File: src/rtl/lvs3_pkg.sv
// Shared types, widths and axis helpers for the 3D line voxel stepper.
package lvs3_pkg;

  localparam int COORD_W = 16;
  localparam int TD_W    = COORD_W + 1;  // doubled magnitude of an axis delta
  localparam int ERR_W   = COORD_W + 4;  // signed minor error term
  localparam int NUM_AX  = 3;

  typedef logic signed [COORD_W-1:0] coord_t;
  typedef logic [TD_W-1:0]           tdelta_t;
  typedef logic signed [ERR_W-1:0]   err_t;

  typedef enum logic [1:0] {
    AXIS_X = 2'd0,
    AXIS_Y = 2'd1,
    AXIS_Z = 2'd2
  } axis_t;

  typedef enum logic {
    REQ_START   = 1'b0,
    REQ_ADVANCE = 1'b1
  } req_kind_t;

  typedef struct packed {
    logic               req_type;
    logic [2:0][COORD_W-1:0] start_pos;
    logic [2:0][COORD_W-1:0] end_pos;
  } req_t;

  typedef struct packed {
    logic valid;
    req_t req;
  } stage_t;

  // Minor axes in ascending order: sel 0 gives the lower one.
  function automatic axis_t minor_axis(axis_t maj, logic sel);
    axis_t ax;
    unique case (maj)
      AXIS_X:  ax = sel ? AXIS_Z : AXIS_Y;
      AXIS_Y:  ax = sel ? AXIS_Z : AXIS_X;
      default: ax = sel ? AXIS_Y : AXIS_X;
    endcase
    return ax;
  endfunction

  // Step by +1 when sign is 0, by -1 when sign is 1.
  function automatic coord_t step_coord(coord_t pos, logic sgn);
    return coord_t'(pos + coord_t'({{(COORD_W-1){sgn}}, 1'b1}));
  endfunction

endpackage

File: src/rtl/lvs3_in_if.sv
// Request channel: valid/ready handshake carrying one line request.
interface lvs3_in_if;
  logic                   valid;
  logic                   ready;
  logic                   req_type;
  lvs3_pkg::coord_t       start_x;
  lvs3_pkg::coord_t       start_y;
  lvs3_pkg::coord_t       start_z;
  lvs3_pkg::coord_t       end_x;
  lvs3_pkg::coord_t       end_y;
  lvs3_pkg::coord_t       end_z;

  modport source (output valid, req_type, start_x, start_y, start_z, end_x, end_y, end_z,
                  input ready);
  modport sink   (input valid, req_type, start_x, start_y, start_z, end_x, end_y, end_z,
                  output ready);
endinterface

File: src/rtl/lvs3_out_if.sv
// Point channel: valid/ready handshake carrying one emitted line point.
interface lvs3_out_if;
  logic             valid;
  logic             ready;
  lvs3_pkg::coord_t point_x;
  lvs3_pkg::coord_t point_y;
  lvs3_pkg::coord_t point_z;
  logic             last_point;
  logic             no_line;

  modport source (output valid, point_x, point_y, point_z, last_point, no_line,
                  input ready);
  modport sink   (input valid, point_x, point_y, point_z, last_point, no_line,
                  output ready);
endinterface

File: src/rtl/lvs3_in_stage.sv
// Input register stage: captures one request per transfer.
module lvs3_in_stage (
  input  logic               clk,
  input  logic               rst_n,
  lvs3_in_if.sink            in_ch,
  input  logic               core_ready,
  output lvs3_pkg::stage_t   stage
);

  logic           valid_r, valid_nxt;
  lvs3_pkg::req_t req_r, req_nxt;
  logic           in_fire;

  assign in_ch.ready = !valid_r || core_ready;
  assign in_fire     = in_ch.valid && in_ch.ready;

  always_comb begin
    valid_nxt = valid_r;
    req_nxt   = req_r;
    if (in_fire) begin
      valid_nxt         = 1'b1;
      req_nxt.req_type  = in_ch.req_type;
      req_nxt.start_pos = {in_ch.start_z, in_ch.start_y, in_ch.start_x};
      req_nxt.end_pos   = {in_ch.end_z, in_ch.end_y, in_ch.end_x};
    end else if (core_ready) begin
      valid_nxt = 1'b0;
    end
  end

  always_ff @(posedge clk) begin
    if (!rst_n) begin
      valid_r <= 1'b0;
    end else begin
      valid_r <= valid_nxt;
    end
  end

  always_ff @(posedge clk) begin
    req_r <= req_nxt;
  end

  assign stage.valid = valid_r;
  assign stage.req   = req_r;

endmodule

File: src/rtl/lvs3_core.sv
// Line state, one-pass setup/step logic and the result register.
module lvs3_core (
  input  logic               clk,
  input  logic               rst_n,
  input  lvs3_pkg::stage_t   stage,
  output logic               core_ready,
  lvs3_out_if.source         out_ch
);

  localparam int CW = lvs3_pkg::COORD_W;
  localparam int EW = lvs3_pkg::ERR_W;

  // line state
  lvs3_pkg::coord_t  cur_r   [3];
  lvs3_pkg::coord_t  cur_nxt [3];
  lvs3_pkg::coord_t  end_r   [3];
  lvs3_pkg::coord_t  end_nxt [3];
  lvs3_pkg::tdelta_t td_r    [3];
  lvs3_pkg::tdelta_t td_nxt  [3];
  logic [2:0]        sgn_r, sgn_nxt;
  lvs3_pkg::err_t    err_r   [2];
  lvs3_pkg::err_t    err_nxt [2];
  lvs3_pkg::axis_t   major_r, major_nxt;
  logic              active_r, active_nxt;

  // result register
  logic              out_valid_r, out_valid_nxt;
  lvs3_pkg::coord_t  pt_r [3];
  logic              last_r, last_nxt;
  logic              nl_r, nl_nxt;

  // setup terms
  logic signed [CW:0] delta [3];
  logic [CW:0]        mag   [3];
  logic [CW-1:0]      absd  [3];
  lvs3_pkg::axis_t    setup_maj;
  lvs3_pkg::axis_t    mins  [2];
  lvs3_pkg::axis_t    cur_min;
  logic               load;

  function automatic lvs3_pkg::err_t err_t_sub(lvs3_pkg::err_t e, lvs3_pkg::tdelta_t t);
    return lvs3_pkg::err_t'(e - $signed(EW'(t)));
  endfunction

  assign load       = stage.valid && (!out_valid_r || out_ch.ready);
  assign core_ready = !out_valid_r || out_ch.ready;

  always_comb begin
    for (int i = 0; i < 3; i++) begin
      delta[i] = $signed({stage.req.end_pos[i][CW-1], stage.req.end_pos[i]})
               - $signed({stage.req.start_pos[i][CW-1], stage.req.start_pos[i]});
      mag[i]   = delta[i][CW] ? (CW+1)'(-delta[i]) : delta[i];
      absd[i]  = mag[i][CW-1:0];
    end
    // ties go to x, then y
    if (absd[0] >= absd[1] && absd[0] >= absd[2]) begin
      setup_maj = lvs3_pkg::AXIS_X;
    end else if (absd[1] >= absd[2]) begin
      setup_maj = lvs3_pkg::AXIS_Y;
    end else begin
      setup_maj = lvs3_pkg::AXIS_Z;
    end
  end

  always_comb begin
    cur_nxt       = cur_r;
    end_nxt       = end_r;
    td_nxt        = td_r;
    sgn_nxt       = sgn_r;
    err_nxt       = err_r;
    major_nxt     = major_r;
    active_nxt    = active_r;
    out_valid_nxt = out_valid_r && !out_ch.ready;
    last_nxt      = last_r;
    nl_nxt        = nl_r;
    cur_min       = lvs3_pkg::AXIS_X;
    mins[0]       = lvs3_pkg::minor_axis(setup_maj, 1'b0);
    mins[1]       = lvs3_pkg::minor_axis(setup_maj, 1'b1);

    if (load) begin
      out_valid_nxt = 1'b1;
      nl_nxt        = 1'b0;
      if (stage.req.req_type == lvs3_pkg::REQ_START) begin
        for (int i = 0; i < 3; i++) begin
          cur_nxt[i] = stage.req.start_pos[i];
          end_nxt[i] = stage.req.end_pos[i];
          td_nxt[i]  = {absd[i], 1'b0};
          sgn_nxt[i] = delta[i][CW] || (delta[i] == '0);
        end
        for (int k = 0; k < 2; k++) begin
          err_nxt[k] = $signed(EW'({absd[mins[k]], 1'b0}))
                     - $signed(EW'(absd[setup_maj]));
        end
        major_nxt  = setup_maj;
        last_nxt   = (absd[setup_maj] == '0);
        active_nxt = (absd[setup_maj] != '0);
      end else if (!active_r) begin
        // no line: repeat the last point
        last_nxt = 1'b0;
        nl_nxt   = 1'b1;
      end else begin
        for (int k = 0; k < 2; k++) begin
          cur_min    = lvs3_pkg::minor_axis(major_r, k[0]);
          err_nxt[k] = err_r[k];
          if (!err_r[k][EW-1]) begin
            cur_nxt[cur_min] = lvs3_pkg::step_coord(cur_r[cur_min], sgn_r[cur_min]);
            err_nxt[k]       = err_t_sub(err_r[k], td_r[major_r]);
          end
          err_nxt[k] = lvs3_pkg::err_t'(err_nxt[k] + $signed(EW'(td_r[cur_min])));
        end
        cur_nxt[major_r] = lvs3_pkg::step_coord(cur_r[major_r], sgn_r[major_r]);
        last_nxt         = (lvs3_pkg::step_coord(cur_r[major_r], sgn_r[major_r])
                            == end_r[major_r]);
        active_nxt       = !last_nxt;
      end
    end
  end

  always_ff @(posedge clk) begin
    if (!rst_n) begin
      for (int i = 0; i < 3; i++) begin
        cur_r[i] <= '0;
        end_r[i] <= '0;
        td_r[i]  <= '0;
      end
      err_r[0]    <= '0;
      err_r[1]    <= '0;
      sgn_r       <= '0;
      major_r     <= lvs3_pkg::AXIS_X;
      active_r    <= 1'b0;
      out_valid_r <= 1'b0;
    end else begin
      cur_r       <= cur_nxt;
      end_r       <= end_nxt;
      td_r        <= td_nxt;
      err_r       <= err_nxt;
      sgn_r       <= sgn_nxt;
      major_r     <= major_nxt;
      active_r    <= active_nxt;
      out_valid_r <= out_valid_nxt;
    end
  end

  // result payload: hold while stalled
  always_ff @(posedge clk) begin
    if (load) begin
      pt_r <= cur_nxt;
    end
    last_r <= last_nxt;
    nl_r   <= nl_nxt;
  end

  assign out_ch.valid      = out_valid_r;
  assign out_ch.point_x    = pt_r[0];
  assign out_ch.point_y    = pt_r[1];
  assign out_ch.point_z    = pt_r[2];
  assign out_ch.last_point = last_r;
  assign out_ch.no_line    = nl_r;

  a_nl_not_last: assert property (@(posedge clk) disable iff (!rst_n)
    out_valid_r |-> !(nl_r && last_r))
    else $error("no_line and last_point both set");

  a_last_ends_line: assert property (@(posedge clk) disable iff (!rst_n)
    (load && last_nxt) |=> !active_r)
    else $error("line still active after its last point");

  a_active_major_moves: assert property (@(posedge clk) disable iff (!rst_n)
    active_r |-> (td_r[major_r] != '0))
    else $error("active line with zero major delta");

  a_active_not_at_end: assert property (@(posedge clk) disable iff (!rst_n)
    active_r |-> (cur_r[major_r] != end_r[major_r]))
    else $error("active line already at its end point");

endmodule

File: src/rtl/line_voxel_stepper_3d.sv
// A request goes through the request register, then the point register, to out_ch.
// Throughput: one request per cycle while out_ch is ready; setup and each step
//   are one add/compare/select pass between the request and point registers.
// Backpressure on out_ch stalls the request register; one request still enters
//   while a finished point waits.
// Reset (rst_n low, synchronous): no line active, current point and state zero.
module line_voxel_stepper_3d (
  input  logic        clk,
  input  logic        rst_n,
  lvs3_in_if.sink     in_ch,
  lvs3_out_if.source  out_ch
);

  lvs3_pkg::stage_t stage;
  logic             core_ready;

  lvs3_in_stage u_in_stage (
    .clk        (clk),
    .rst_n      (rst_n),
    .in_ch      (in_ch),
    .core_ready (core_ready),
    .stage      (stage)
  );

  lvs3_core u_core (
    .clk        (clk),
    .rst_n      (rst_n),
    .stage      (stage),
    .core_ready (core_ready),
    .out_ch     (out_ch)
  );

endmodule

File: src/flat_wrapper.sv
// flat-port wrapper written by rule: the top's interface ports become plain ports
module line_voxel_stepper_3d_flat 
  (clk, rst_n, in_ch_valid, in_ch_req_type, in_ch_start_x, in_ch_start_y, in_ch_start_z, in_ch_end_x, in_ch_end_y, in_ch_end_z, in_ch_ready, out_ch_valid, out_ch_point_x, out_ch_point_y, out_ch_point_z, out_ch_last_point, out_ch_no_line, out_ch_ready);
  lvs3_in_if in_ch_i ();
  lvs3_out_if out_ch_i ();
  input  logic clk;
  input  logic rst_n;
  input wire logic [$bits(in_ch_i.valid)-1:0] in_ch_valid;
  input wire logic [$bits(in_ch_i.req_type)-1:0] in_ch_req_type;
  input wire logic [$bits(in_ch_i.start_x)-1:0] in_ch_start_x;
  input wire logic [$bits(in_ch_i.start_y)-1:0] in_ch_start_y;
  input wire logic [$bits(in_ch_i.start_z)-1:0] in_ch_start_z;
  input wire logic [$bits(in_ch_i.end_x)-1:0] in_ch_end_x;
  input wire logic [$bits(in_ch_i.end_y)-1:0] in_ch_end_y;
  input wire logic [$bits(in_ch_i.end_z)-1:0] in_ch_end_z;
  output wire logic [$bits(in_ch_i.ready)-1:0] in_ch_ready;
  output wire logic [$bits(out_ch_i.valid)-1:0] out_ch_valid;
  output wire logic [$bits(out_ch_i.point_x)-1:0] out_ch_point_x;
  output wire logic [$bits(out_ch_i.point_y)-1:0] out_ch_point_y;
  output wire logic [$bits(out_ch_i.point_z)-1:0] out_ch_point_z;
  output wire logic [$bits(out_ch_i.last_point)-1:0] out_ch_last_point;
  output wire logic [$bits(out_ch_i.no_line)-1:0] out_ch_no_line;
  input wire logic [$bits(out_ch_i.ready)-1:0] out_ch_ready;
  assign in_ch_i.valid = in_ch_valid;
  assign in_ch_i.req_type = in_ch_req_type;
  assign in_ch_i.start_x = in_ch_start_x;
  assign in_ch_i.start_y = in_ch_start_y;
  assign in_ch_i.start_z = in_ch_start_z;
  assign in_ch_i.end_x = in_ch_end_x;
  assign in_ch_i.end_y = in_ch_end_y;
  assign in_ch_i.end_z = in_ch_end_z;
  assign in_ch_ready = in_ch_i.ready;
  assign out_ch_valid = out_ch_i.valid;
  assign out_ch_point_x = out_ch_i.point_x;
  assign out_ch_point_y = out_ch_i.point_y;
  assign out_ch_point_z = out_ch_i.point_z;
  assign out_ch_last_point = out_ch_i.last_point;
  assign out_ch_no_line = out_ch_i.no_line;
  assign out_ch_i.ready = out_ch_ready;
  line_voxel_stepper_3d u_core (.clk(clk), .rst_n(rst_n), .in_ch(in_ch_i), .out_ch(out_ch_i));
endmodule
File: config.mk
export PLATFORM = sky130hd
export DESIGN_NAME = line_voxel_stepper_3d_flat
export DESIGN_NICKNAME = d
export VERILOG_FILES = /design/src/rtl/lvs3_pkg.sv /design/src/rtl/lvs3_in_if.sv /design/src/rtl/lvs3_out_if.sv /design/src/rtl/lvs3_in_stage.sv /design/src/rtl/lvs3_core.sv /design/src/rtl/line_voxel_stepper_3d.sv /design/src/flat_wrapper.sv
export SDC_FILE = /design/constraint.sdc
export NUM_CORES = 1
export LEC_CHECK = 0
export ABC_CLOCK_PERIOD_IN_PS = 15050
export BUFFER_PORTS_ARGS = -buffer_cell sky130_fd_sc_hd__clkbuf_2
export CORE_UTILIZATION = 65
export CTS_BUF_LIST = sky130_fd_sc_hd__clkbuf_16
export CTS_CLUSTER_SIZE = 20
export DETAILED_ROUTE_END_ITERATION = 8
export PLACE_DENSITY = 0.84
export SETUP_SLACK_MARGIN = 0.02
export SLEW_MARGIN = 0
export SYNTH_ARGS = -nofsm -noshare
export SYNTH_HDL_FRONTEND = slang
export SYNTH_HIERARCHICAL = 1
export SYNTH_SLANG_ARGS = --single-unit
File: constraint.sdc
create_clock -name clk -period 15.05 [get_ports clk]
set_input_delay 0.7525 -clock clk [delete_from_list [all_inputs] [get_ports clk]]
set_output_delay 0.7525 -clock clk [all_outputs]
set_load 0.03 [all_outputs]
# [Word-level counts from Yosys, hierarchy flattened]
# Cells that the tools add are included.
# Widths: inputs -> output; s select.
[totals] regBits=339 inputBits=101 output_inout_bits=52
[op_classes] addsub=15 magnitude_cmp=15 n_eq_ne=4 mux=89 bitwise=7 reduce_logical=28
[op_table] cell="$mux 48" count=11
[op_table] cell="$mux 16" count=20
[op_table] cell="$bmux 16 s2" count=7
[op_table] cell="$mux 20" count=8
[op_table] cell="$bwmux 48" count=3
[op_table] cell="$bmux 17 s2" count=3
[op_table] cell="$mux 17" count=6
[op_table] cell="$demux 16 s2" count=3
[op_table] cell="$mux 40" count=2
[op_table] cell="$logic_not 17->1" count=3
[op_table] cell="$sub 16x16->17" count=3
[op_table] cell="$add 16x2->16" count=3
[op_table] cell="$ge 16x16->1" count=3
[op_table] cell="$neg 16->16" count=3
[op_table] cell="$add 20x18->20" count=2
[op_table] cell="$sub 20x18->20" count=2
[op_table] cell="$sub 17x16->18" count=2
[op_table] cell="$mux 2" count=10
[op_table] cell="$ge 3x3->1 const B" count=6
[op_table] cell="$not 2->3" count=6
[op_table] cell="$eq 16x16->1" count=1
[op_table] cell="$logic_not 16->1" count=1
[op_table] cell="$reduce_bool 16->1" count=1
[op_table] cell="$mux 1" count=13
[op_table] cell="other kinds (13)" count=36

# [Depth between registers and ports, before layout]
# Gate-level depths: netlist of run 1.
[logic_depth] word_depth=24 mapped_depth=42

# [Hierarchy]
# Netlist of run 1, hierarchy kept.
[by_module_without_submodules] module="lvs3_core" instances=1 cells_per_inst=3174 area_each_um2=23914.2 seq_area_each_um2=5285.1
[by_module_without_submodules] module="lvs3_in_stage" instances=1 cells_per_inst=103 area_each_um2=2977.9 seq_area_each_um2=2932.8

# [Least setup slack after synthesis of run 1]
# OpenSTA, ideal clock, no wires.
[synth_path] path_kind="reg-to-reg" start="register u_core.u_in_stage.req_r, in the netlist u_core/u_in_stage/stage[64]" end="register u_core/u_core/err_r[36] in the netlist's numbering" arrival_ps=8426 slack_ps=6537 stages_incl_launch_ff=42 n_path_buf=3 period_less_slack_ps=8513 path_cell_list="edfxtp_1 -> ha_1 -> fa_1 -> nand2b_1 -> a211oi_1 -> nor2_1 -> o21a_1 -> o21ai_1 -> clkbuf_1 -> nand2_1 -> o21ai_1 -> ha_1 -> a21o_1 -> a21o_1 -> a21o_1 -> a21o_1 -> a21oi_1 -> o21ai_0 -> (+6 left out) -> mux2i_1 -> fa_1 -> a21o_1 -> a21oi_1 -> o21bai_1 -> a21oi_1 -> o21bai_1 -> a21oi_1 -> o21bai_1 -> a21oi_1 -> o21bai_1 -> a21oi_1 -> o21ai_0 -> a21o_1 -> a21oi_1 -> xor2_1 -> nor2_1 -> o31ai_1"
[synth_between] elab_chain_len=14
[synth_lines] element="from (decl)" line_no="lvs3_in_stage.sv:11" rtl="lvs3_pkg::req_t req_r, req_nxt;"
[synth_lines] element="from (signal assigned)" line_no="lvs3_in_stage.sv:39" rtl="req_r <= req_nxt;"
[synth_lines] element="$sub 16x16->17 *" line_no="lvs3_core.sv:51" rtl="- $signed({stage.req.start_pos[i][CW-1], stage.req.start_pos[i]});"
[synth_lines] element="$neg 16->16" line_no="lvs3_core.sv:52" rtl="mag[i] = delta[i][CW] ? (CW+1)'(-delta[i]) : delta[i];"
[synth_lines] element="$mux 16 *" line_no="lvs3_core.sv:52"
[synth_lines] element="$ge 16x16->1, on equally long branches" line_no="lvs3_core.sv:58, lvs3_core.sv:56"
[synth_lines] element="$mux 2 or $logic_and 1x1->1 (tied branches)" line_no="lvs3_core.sv:58, lvs3_core.sv:56"
[synth_lines] element="$mux 2" line_no="lvs3_core.sv:56" rtl="if (absd[0] >= absd[1] && absd[0] >= absd[2]) begin"
[synth_lines] element="$logic_not 2->1" line_no="lvs3_pkg.sv:38" rtl="unique case (maj)"
[synth_lines] element="$mux 1" line_no="lvs3_pkg.sv:38"
[synth_lines] element="$not 2->3 (not written as such)" line_no="lvs3_core.sv:91" rtl="err_nxt[k] = $signed(EW'({absd[mins[k]], 1'b0}))"
[synth_lines] element="$bmux 16 s2" line_no="lvs3_core.sv:91"
[synth_lines] element="$mux 16 (not written as such) (2 in a row)" line_no="lvs3_core.sv:91"
[synth_lines] element="$sub 17x16->18 *" line_no="lvs3_core.sv:92" rtl="- $signed(EW'(absd[setup_maj]));"
[synth_lines] element="$mux 40 *" line_no="lvs3_core.sv:83" rtl="if (stage.req.req_type == lvs3_pkg::REQ_START) begin"
[synth_lines] element="to (signal assigned)" line_no="lvs3_core.sv:136" rtl="err_r <= err_nxt;"
[synth_lines] element="to (decl)" line_no="lvs3_core.sv:21" rtl="lvs3_pkg::err_t err_r [2];"
# Every way passes the cells marked *; elsewhere a longest branch is shown, timed or not. The select of a mux whose other input is x is not followed.
# A chain may end at the register's enable or synchronous reset.

# [Worst setup path after layout of run 1]
[layout_path] start="register u_core.u_in_stage.req_r, in the netlist u_core/u_in_stage/stage[70]" end="register u_core/u_core/err_r[16] in the netlist's numbering"
[layout_between] elab_chain_len=15
[layout_lines] element="$sub 16x16->17 *" line_no="lvs3_core.sv:51"
[layout_lines] element="$neg 16->16" line_no="lvs3_core.sv:52"
[layout_lines] element="$mux 16 *" line_no="lvs3_core.sv:52"
[layout_lines] element="$ge 16x16->1, on equally long branches" line_no="lvs3_core.sv:58, lvs3_core.sv:56"
[layout_lines] element="$mux 2 or $logic_and 1x1->1 (tied branches)" line_no="lvs3_core.sv:58, lvs3_core.sv:56"
[layout_lines] element="$mux 2" line_no="lvs3_core.sv:56"
[layout_lines] element="$eq 2x1->1 or $logic_not 2->1 (tied branches)" line_no="lvs3_pkg.sv:38"
[layout_lines] element="$reduce_or 2->1 (no line)"
[layout_lines] element="$mux 2" line_no="lvs3_pkg.sv:38"
[layout_lines] element="$not 2->3 (not written as such)" line_no="lvs3_core.sv:91"
[layout_lines] element="$bmux 16 s2" line_no="lvs3_core.sv:91"
[layout_lines] element="$mux 16 (not written as such) (2 in a row)" line_no="lvs3_core.sv:91"
[layout_lines] element="$sub 17x16->18 *" line_no="lvs3_core.sv:92"
[layout_lines] element="$mux 40 *" line_no="lvs3_core.sv:83"
# Marks and branches as above.

==> results of run 1 <==
-- through the flow --
stage	cell area [sq um]	util, %	instances	total power, mW
2_1_floorplan	26890	-	3277	3.622
3_3_place_gp	27990	68.54	3832	4.372
3_5_place_dp	27990	68.54	3832	4.464
4_1_cts	29240	71.62	3906	5.421
5_1_grt	29240	71.62	3906	5.851
6_report	29240	71.62	3906	5.571
-- path summary, 6_finish.rpt --
kind | from | endpoint | cells after the start
max | u_core/u_in_stage/stage[70] | u_core/u_core/err_r[16] | 40
min | in_ch_start_y[1] | u_core/u_in_stage/stage[65] | 1
max reg2reg | u_core/u_in_stage/stage[70] | u_core/u_core/err_r[16] | 40
min reg2reg | u_core/u_core/end_r[4] | u_core/u_core/end_r[4] | 2
-- critical path: cells and delay by family (launching register included) --
kind,cells,cell delay (ns)
multiplexers,1,0.18
adder cells (fa/ha/maj),4,1.68
AO/OA/AOI/OAI,25,4.99
XOR/XNOR,2,0.78
AND/OR/NAND/NOR,5,1.01
flip-flops,1,0.53
buffers and inverters,3,0.65
-- kinds of logic after synthesis --
kind of cell    Yosys count
fa+ha+maj               240
mux                     143
simple gates           1037
xor+xnor                180
buf+inv                 332
compound gates         1008
flops                   337
-- flip-flops by register name, summed over array words and instances (netlist names), 3 cells and up --
signal,flops
u_core/u_in_stage/stage,97
u_core/u_core/cur_r,48
u_core/u_core/end_r,48
u_core/u_core/td_r,48
u_core/u_core/err_r,38
u_core/u_core/out_ch.point_x,16
u_core/u_core/out_ch.point_y,16
u_core/u_core/out_ch.point_z,16
u_core/u_core/sgn_r,3
-- final cells by class --
cell class	count	area share (%)
clock inverters	34	0.8771
repair buffers	184	3.423
well taps	532	2.276
multi-input cells	2608	59.66
flip-flops and latches	337	28.13
inverters	171	2.212
clock buffers	40	3.423
-- power groups by stage --
stage / Combinational, mW / Clock (mW) / Sequential (mW)
6_report: 3.54 / 0.946 / 1.09
5_1_grt: 3.78 / 0.981 / 1.09
4_1_cts: 3.39 / 0.947 / 1.08
3_5_place_dp: 3.36 / 0 / 1.10
3_3_place_gp: 3.27 / 0 / 1.10
2_1_floorplan: 2.54 / 0 / 1.08
-- metal layers --
metal  vias up  part of all wire [%]  global-route usage (%)
met5         -                  0.19                   2.738
met4         6                   4.3                   18.73
li1      12008                     -                       -
met2      1835                    42                   66.94
met1     12376                    38                   56.76
met3       317                    15                   15.77
-- placed cells by master, fill, tap and decap left out, drive strengths merged, types with 37 or more instances in the layout --
| cell | instances |
|---|---|
| ha | 226 |
| mux2 | 39 |
| nor2 | 266 |
| nand2b | 37 |
| a21oi | 302 |
| xor2 | 58 |
| edfxtp | 147 |
| mux2i | 104 |
| and2 | 59 |
| clkbuf | 192 |
| xnor2 | 122 |
| o21ai | 214 |
| nand3 | 53 |
| inv | 181 |
| dfxtp | 190 |
| o22ai | 44 |
| a21o | 65 |
| nor3 | 61 |
| nand2 | 417 |
| a211oi | 72 |
==> impl_metrics.py, run 1 <==
metrics = {
    "outcome": {
        "status": "complete, but fails checks",
        "violations": "design-rule violations, max-capacitance violations",
    },
    "grt": {
        "grt_pass1_vias": 24909,
        "track_usage_pct": 44.30,
        "grt_overflow": 0,
        "antenna_found_initial": 3,
        "grt_pass1_wl_mm": 141.5,
        "grt_max_degree": 87,
    },
    "finish": {
        "fin_nets": 3679,
        "antenna_cells": 0,
        "ff_latch_area_sq_um": 8227,
        "area_growth_pct": 8.747,
        "multi_input_area_sq_um": 17450,
        "drive_above_1_share_pct": 10.14,
        "fillers": 3208,
    },
    "timing": {
        "skew_ns": 0.02063,
        "timing.final.crit_share_pct": 65.98,
        "hold_ws_ns": 0.3266,
        "finalSetupViolations": 0,
        "fin_crit_ns": 9.929,
        "report.final.slew_viol_count": 0,
        "fin_tns_setup_ns": 0,
        "hold_violations": 0,
        "worst_slack_ns": 5.121,
        "worst_slew_pin_slew_ns": 1.431,
        "fmax_ghz": 0.1007,
        "max-slew-margin-rel_pct": 2.126,
        "rsz0062_at_grt": "no",
    },
    "floorplan": {
        "coreArea_sq_um": 40830,
        "die_x_microns": 205.4,
        "boundaryPins": 153,
        "start_util_pct": 65.86,
        "num_rows": 74,
        "fp.dieH_microns": 205.4,
        "dieArea_sq_um": 42190,
    },
    "logic_synthesis": {
        "yosys.area_share.simple_pct": 17.68,
        "synth_top_cell_by_area": "edfxtp_1",
        "yosysMostFrequentCell": "nand2_1",
        "yosysWarnings": 6,
        "yosysSeqAreaShare_pct": 30.56,
        "ys.flop_type": "dfxtp_1",
        "synth.distinct_cells": 105,
        "async_flop_share_pct": 0,
        "yosys-top-cells-count": "nand2_1 (417), a21oi_1 (300), nor2_1 (265), ha_1 (226), o21ai_0 (205)",
        "synth_top_family_by_area": "compound AO/OA/AOI/OAI gates",
        "avgSynthCellArea_sq_um": 8.206,
        "synthXorXnorAreaFrac_pct": 5.890,
        "synth-edff-count": 147,
        "synthTopCellsByArea": "edfxtp_1 (16%), dfxtp_1 (14%), ha_1 (11%)",
        "synth_top_cell_area_share_pct": 16.41,
        "ys_ff_latch": 337,
        "synthAdderAreaFrac_pct": 11.41,
        "syn_area_sq_um": 26890,
        "syn_nets": 3614,
        "synth.mux.area_fraction_pct": 5.504,
        "netlist_instances": 3277,
        "synth_compound_area_share_pct": 24.24,
    },
    "placement": {
        "routabilityCongestion": 0.9933,
        "io_buffers": 152,
        "hpwlAfterDp_mm": 70.88,
        "dp_slack_ns": 5.455,
    },
    "min_path": {
        "hp-class": "primary input to flop",
    },
    "critical_path": {
        "regToRegSetupSlack_ns": 5.12,
        "worst_path_max_delay_cell": "xor2_1",
        "cp-end-kind": "flop",
        "setup.worst_path.start_class": "flop",
        "crit_type": "flop to flop",
        "crit_fanout": 54,
        "critical_path.most_common_cell": "a21oi_1",
        "crit_required_ns": 15.57,
        "cpPeakStageDelay_ns": 0.60,
        "crit_arrival_ns": 10.45,
    },
    "clock_tree": {
        "clock_latency_ns": 0.60,
        "cts_buffer_depth": 3,
        "cts_max_level": 2,
        "ctsHoldBuffers": 0,
        "cts_tree": "built",
        "root_buffer": "clkbuf_16",
        "cts.repair.resized": 0,
        "path_clk_slew_ns": 0.06,
        "clock_sinks": 337,
        "cts_inserted_buffers": 40,
        "postCtsSetupRepairBufs": 0,
    },
    "pwr": {
        "swShare_pct": 48.39,
        "p_switching_mw": 2.696,
        "combinationalPowerShare_pct": 63.5,
        "irDropWorstVdd_mv": 0.1754,
        "clock_power_share_pct": 17.0,
        "power-per-cell-area_nw_per_um2": 190.5,
        "sequentialPowerShare_pct": 19.5,
        "p_leak_nw": 12.03,
        "p_int_mw": 2.875,
    },
    "routing": {
        "drtPass1Iterations": 9,
        "via_count": 26542,
        "post_drt_wl_per_cell_microns": 24.51,
        "wl_mm": 95.75,
        "first_iter_violations": 3459,
        "ant_nets": 0,
        "post_drt_via_cell_ratio": 6.795,
        "drc": 5,
    },
    "job": {
        "cap_viol_max_count": 1,
    },
}
(Power assumes the default switching activity.)
==> run 2, diff against run 1 <==
- ABC_CLOCK_PERIOD_IN_PS: 15050 -> 9700
- CORE_UTILIZATION: 65 -> 63
- PLACE_DENSITY: 0.84 -> 0.82
- clock period: 15.05 -> 9.7 ns (I/O delays scaled with it)
==> impl_metrics.py, run 2 (same netlist as run 1, synthesis figures left out) <==
metrics = {
    "critical_path": {
        "critical_path.most_common_cell": "a21oi_1",
        "crit_required_ns": 10.21,
        "setup.worst_path.start_class": "flop",
        "crit_fanout": 14,
        "crit_arrival_ns": 9.65,
        "r2r-start": "u_core/u_in_stage/stage[48]",
        "regToRegEndpoint": "u_core/u_core/err_r[16]",
        "cp-end-kind": "flop",
        "crit_type": "flop to flop",
        "regToRegSetupSlack_ns": 0.56,
        "critical_path_buf_inv_count": 2,
        "crit_family": "compound AO/OA/AOI/OAI gates",
        "rr_worst_depth": 38,
        "worst_path_max_delay_cell": "xnor2_1",
        "cpPeakStageDelay_ns": 0.53,
    },
    "min_path": {
        "hold_start": "in_ch_end_x[6]",
        "hp-class": "primary input to flop",
        "worstHoldEndpoint": "u_core/u_in_stage/stage[6]",
        "whs_path_depth": 1,
    },
    "timing": {
        "fmax_ghz": 0.1094,
        "finalSetupViolations": 0,
        "report.final.slew_viol_count": 0,
        "skew_ns": 0.02472,
        "worst_slew_pin_slew_ns": 1.360,
        "timing.final.crit_share_pct": 94.22,
        "worst_slack_ns": 0.5609,
        "max-slew-margin-rel_pct": 8.966,
        "fin_tns_setup_ns": 0,
        "hold_ws_ns": 0.06410,
        "rsz0062_at_grt": "no",
        "fin_crit_ns": 9.139,
        "hold_violations": 0,
    },
    "pwr": {
        "swShare_pct": 47.35,
        "irDropWorstVdd_mv": 0.2841,
        "power_mw": 8.821,
        "power-per-cell-area_nw_per_um2": 298.9,
        "p_int_mw": 4.644,
        "p_leak_nw": 12.16,
        "clock_power_share_pct": 18.1,
        "combinationalPowerShare_pct": 62.7,
        "p_switching_mw": 4.177,
        "sequentialPowerShare_pct": 19.1,
    },
    "grt": {
        "antenna_found_initial": 3,
        "grt_pass1_vias": 24678,
        "grt.busiest_layer": "met2",
        "grt_max_degree": 88,
        "grtUsageMet3_pct": 13.99,
        "gr-usage-met1_pct": 57.51,
        "grt_pass1_wl_mm": 143.8,
        "track_usage_pct": 42.94,
        "met2_usage_pct": 64.33,
        "grt_overflow": 0,
    },
    "clock_tree": {
        "path_clk_slew_ns": 0.06,
        "cts_inserted_buffers": 38,
        "clock_latency_ns": 0.60,
        "postCtsSetupRepairBufs": 0,
        "cts_tree": "built",
        "cts_buffer_depth": 3,
        "cts_max_level": 2,
        "root_buffer": "clkbuf_16",
        "clock_sinks": 337,
    },
    "floorplan": {
        "start_util_pct": 63.97,
        "num_rows": 75,
        "boundaryPins": 153,
        "fp.dieH_microns": 208.6,
        "die_x_microns": 208.6,
        "dieArea_sq_um": 43520,
        "coreArea_sq_um": 42040,
    },
    "routing": {
        "drc": 0,
        "post_drt_wl_per_cell_microns": 24.30,
        "first_iter_violations": 3531,
        "wl_mm": 95.47,
        "ant_nets": 0,
        "drtPass1Iterations": 8,
        "post_drt_via_cell_ratio": 6.754,
        "via_count": 26530,
    },
    "placement": {
        "post_dp_cell_area_sq_um": 28120,
        "io_buffers": 152,
        "routabilityCongestion": 1.044,
        "hpwlAfterDp_mm": 70.92,
        "dp_slack_ns": 0.6972,
    },
    "finish": {
        "fin_nets": 3693,
        "design_area_sq_um": 29510,
        "drive_above_1_share_pct": 10.84,
        "largest_reg_flops": 97,
        "area_growth_pct": 9.734,
        "final_common_cell": "nand2_1",
        "final_cell_mix": "nand2_1 (416), a21oi_1 (299), nor2_1 (262)",
    },
    "job": {
        "cap_viol_max_count": 0,
    },
    "outcome": {
        "status": "finished clean",
    },
}
[run 2: changes by cell type in the layout (fill, tap and decap cells not counted), moves of 2 or more]
| cell | previous run | this run |
|---|---|---|
| diode_2 | 0 | 3 |
| bufinv_16 | 1 | 7 |
| clkinvlp_4 | 7 | 5 |
| inv_6 | 0 | 2 |
| buf_4 | 32 | 48 |
| clkinv_1 | 7 | 2 |
| inv_1 | 175 | 170 |
[run 2: cell type report]
class                      instances  area, sq um
multi-input combinational       2608        17470
fill                            3298        12530
sequential                       337         8227
timing repair buffer             200         1121
clock buffer                      39        975.9
tap                              539        674.4
inverter                         171        646.9
clock inverter                    31        391.6
antenna                            3        7.507
[run 2: worst reg2reg max path: cells and delay by family (launching register included)]
kind,cells,cell delay [ns]
AO/OA/AOI/OAI,24,4.89
XOR/XNOR,2,0.69
adder cells (fa/ha/maj),5,1.78
buffers and inverters,2,0.49
flip-flops,1,0.41
multiplexers,1,0.17
AND/OR/NAND/NOR,4,0.65
[run 2: worst max-delay path by stage]
stage | start | to | slack, ns | cells past startpoint
finish | u_core/u_in_stage/stage[48] | u_core/u_core/err_r[16] | 0.56 | 38
global placement | u_core/u_in_stage/stage[7] | u_core/u_core/err_r[16] | 0.87 | 38
floorplan | u_core/u_in_stage/stage[64] | u_core/u_core/err_r[36] | 1.19 | 41
CTS | u_core/u_in_stage/stage[48] | u_core/u_core/err_r[16] | 0.65 | 39
global route | u_core/u_in_stage/stage[48] | u_core/u_core/err_r[16] | 0.04 | 38
detailed placement | u_core/u_in_stage/stage[48] | u_core/u_core/err_r[16] | 0.70 | 39
[run 2: power by group through the flow]
stage	registers, mW	clock network, mW	logic [mW]
5_1_grt	1.69	1.65	5.97
4_1_cts	1.68	1.60	5.34
3_5_place_dp	1.71	0	5.28
3_3_place_gp	1.71	0	5.18
6_report	1.69	1.60	5.53
2_1_floorplan	1.68	0	3.94
[run 2: per-layer routing]
metal | vias up | routed length (microns) | part of all wire (%)
met5 | - | 0 | 0
met3 | 268 | 13240 | 14
met4 | 0 | 3553 | 3.7
met2 | 1750 | 40370 | 42
met1 | 12479 | 38300 | 40
li1 | 12033 | - | -
[run 2: metrics by stage]
step                utilization (%)  cells
floorplan                         -   3277
global placement              66.88   3855
detailed placement            66.88   3855
CTS                           70.13   3925
global route                  70.18   3925
finish                        70.19   3928
[run 2: what timing repair did]
item,CTS,global route
gates resized for setup,0,3
hold endpoints to repair,0,0
hold buffers,0,0
endpoints found under the setup margin,0,2
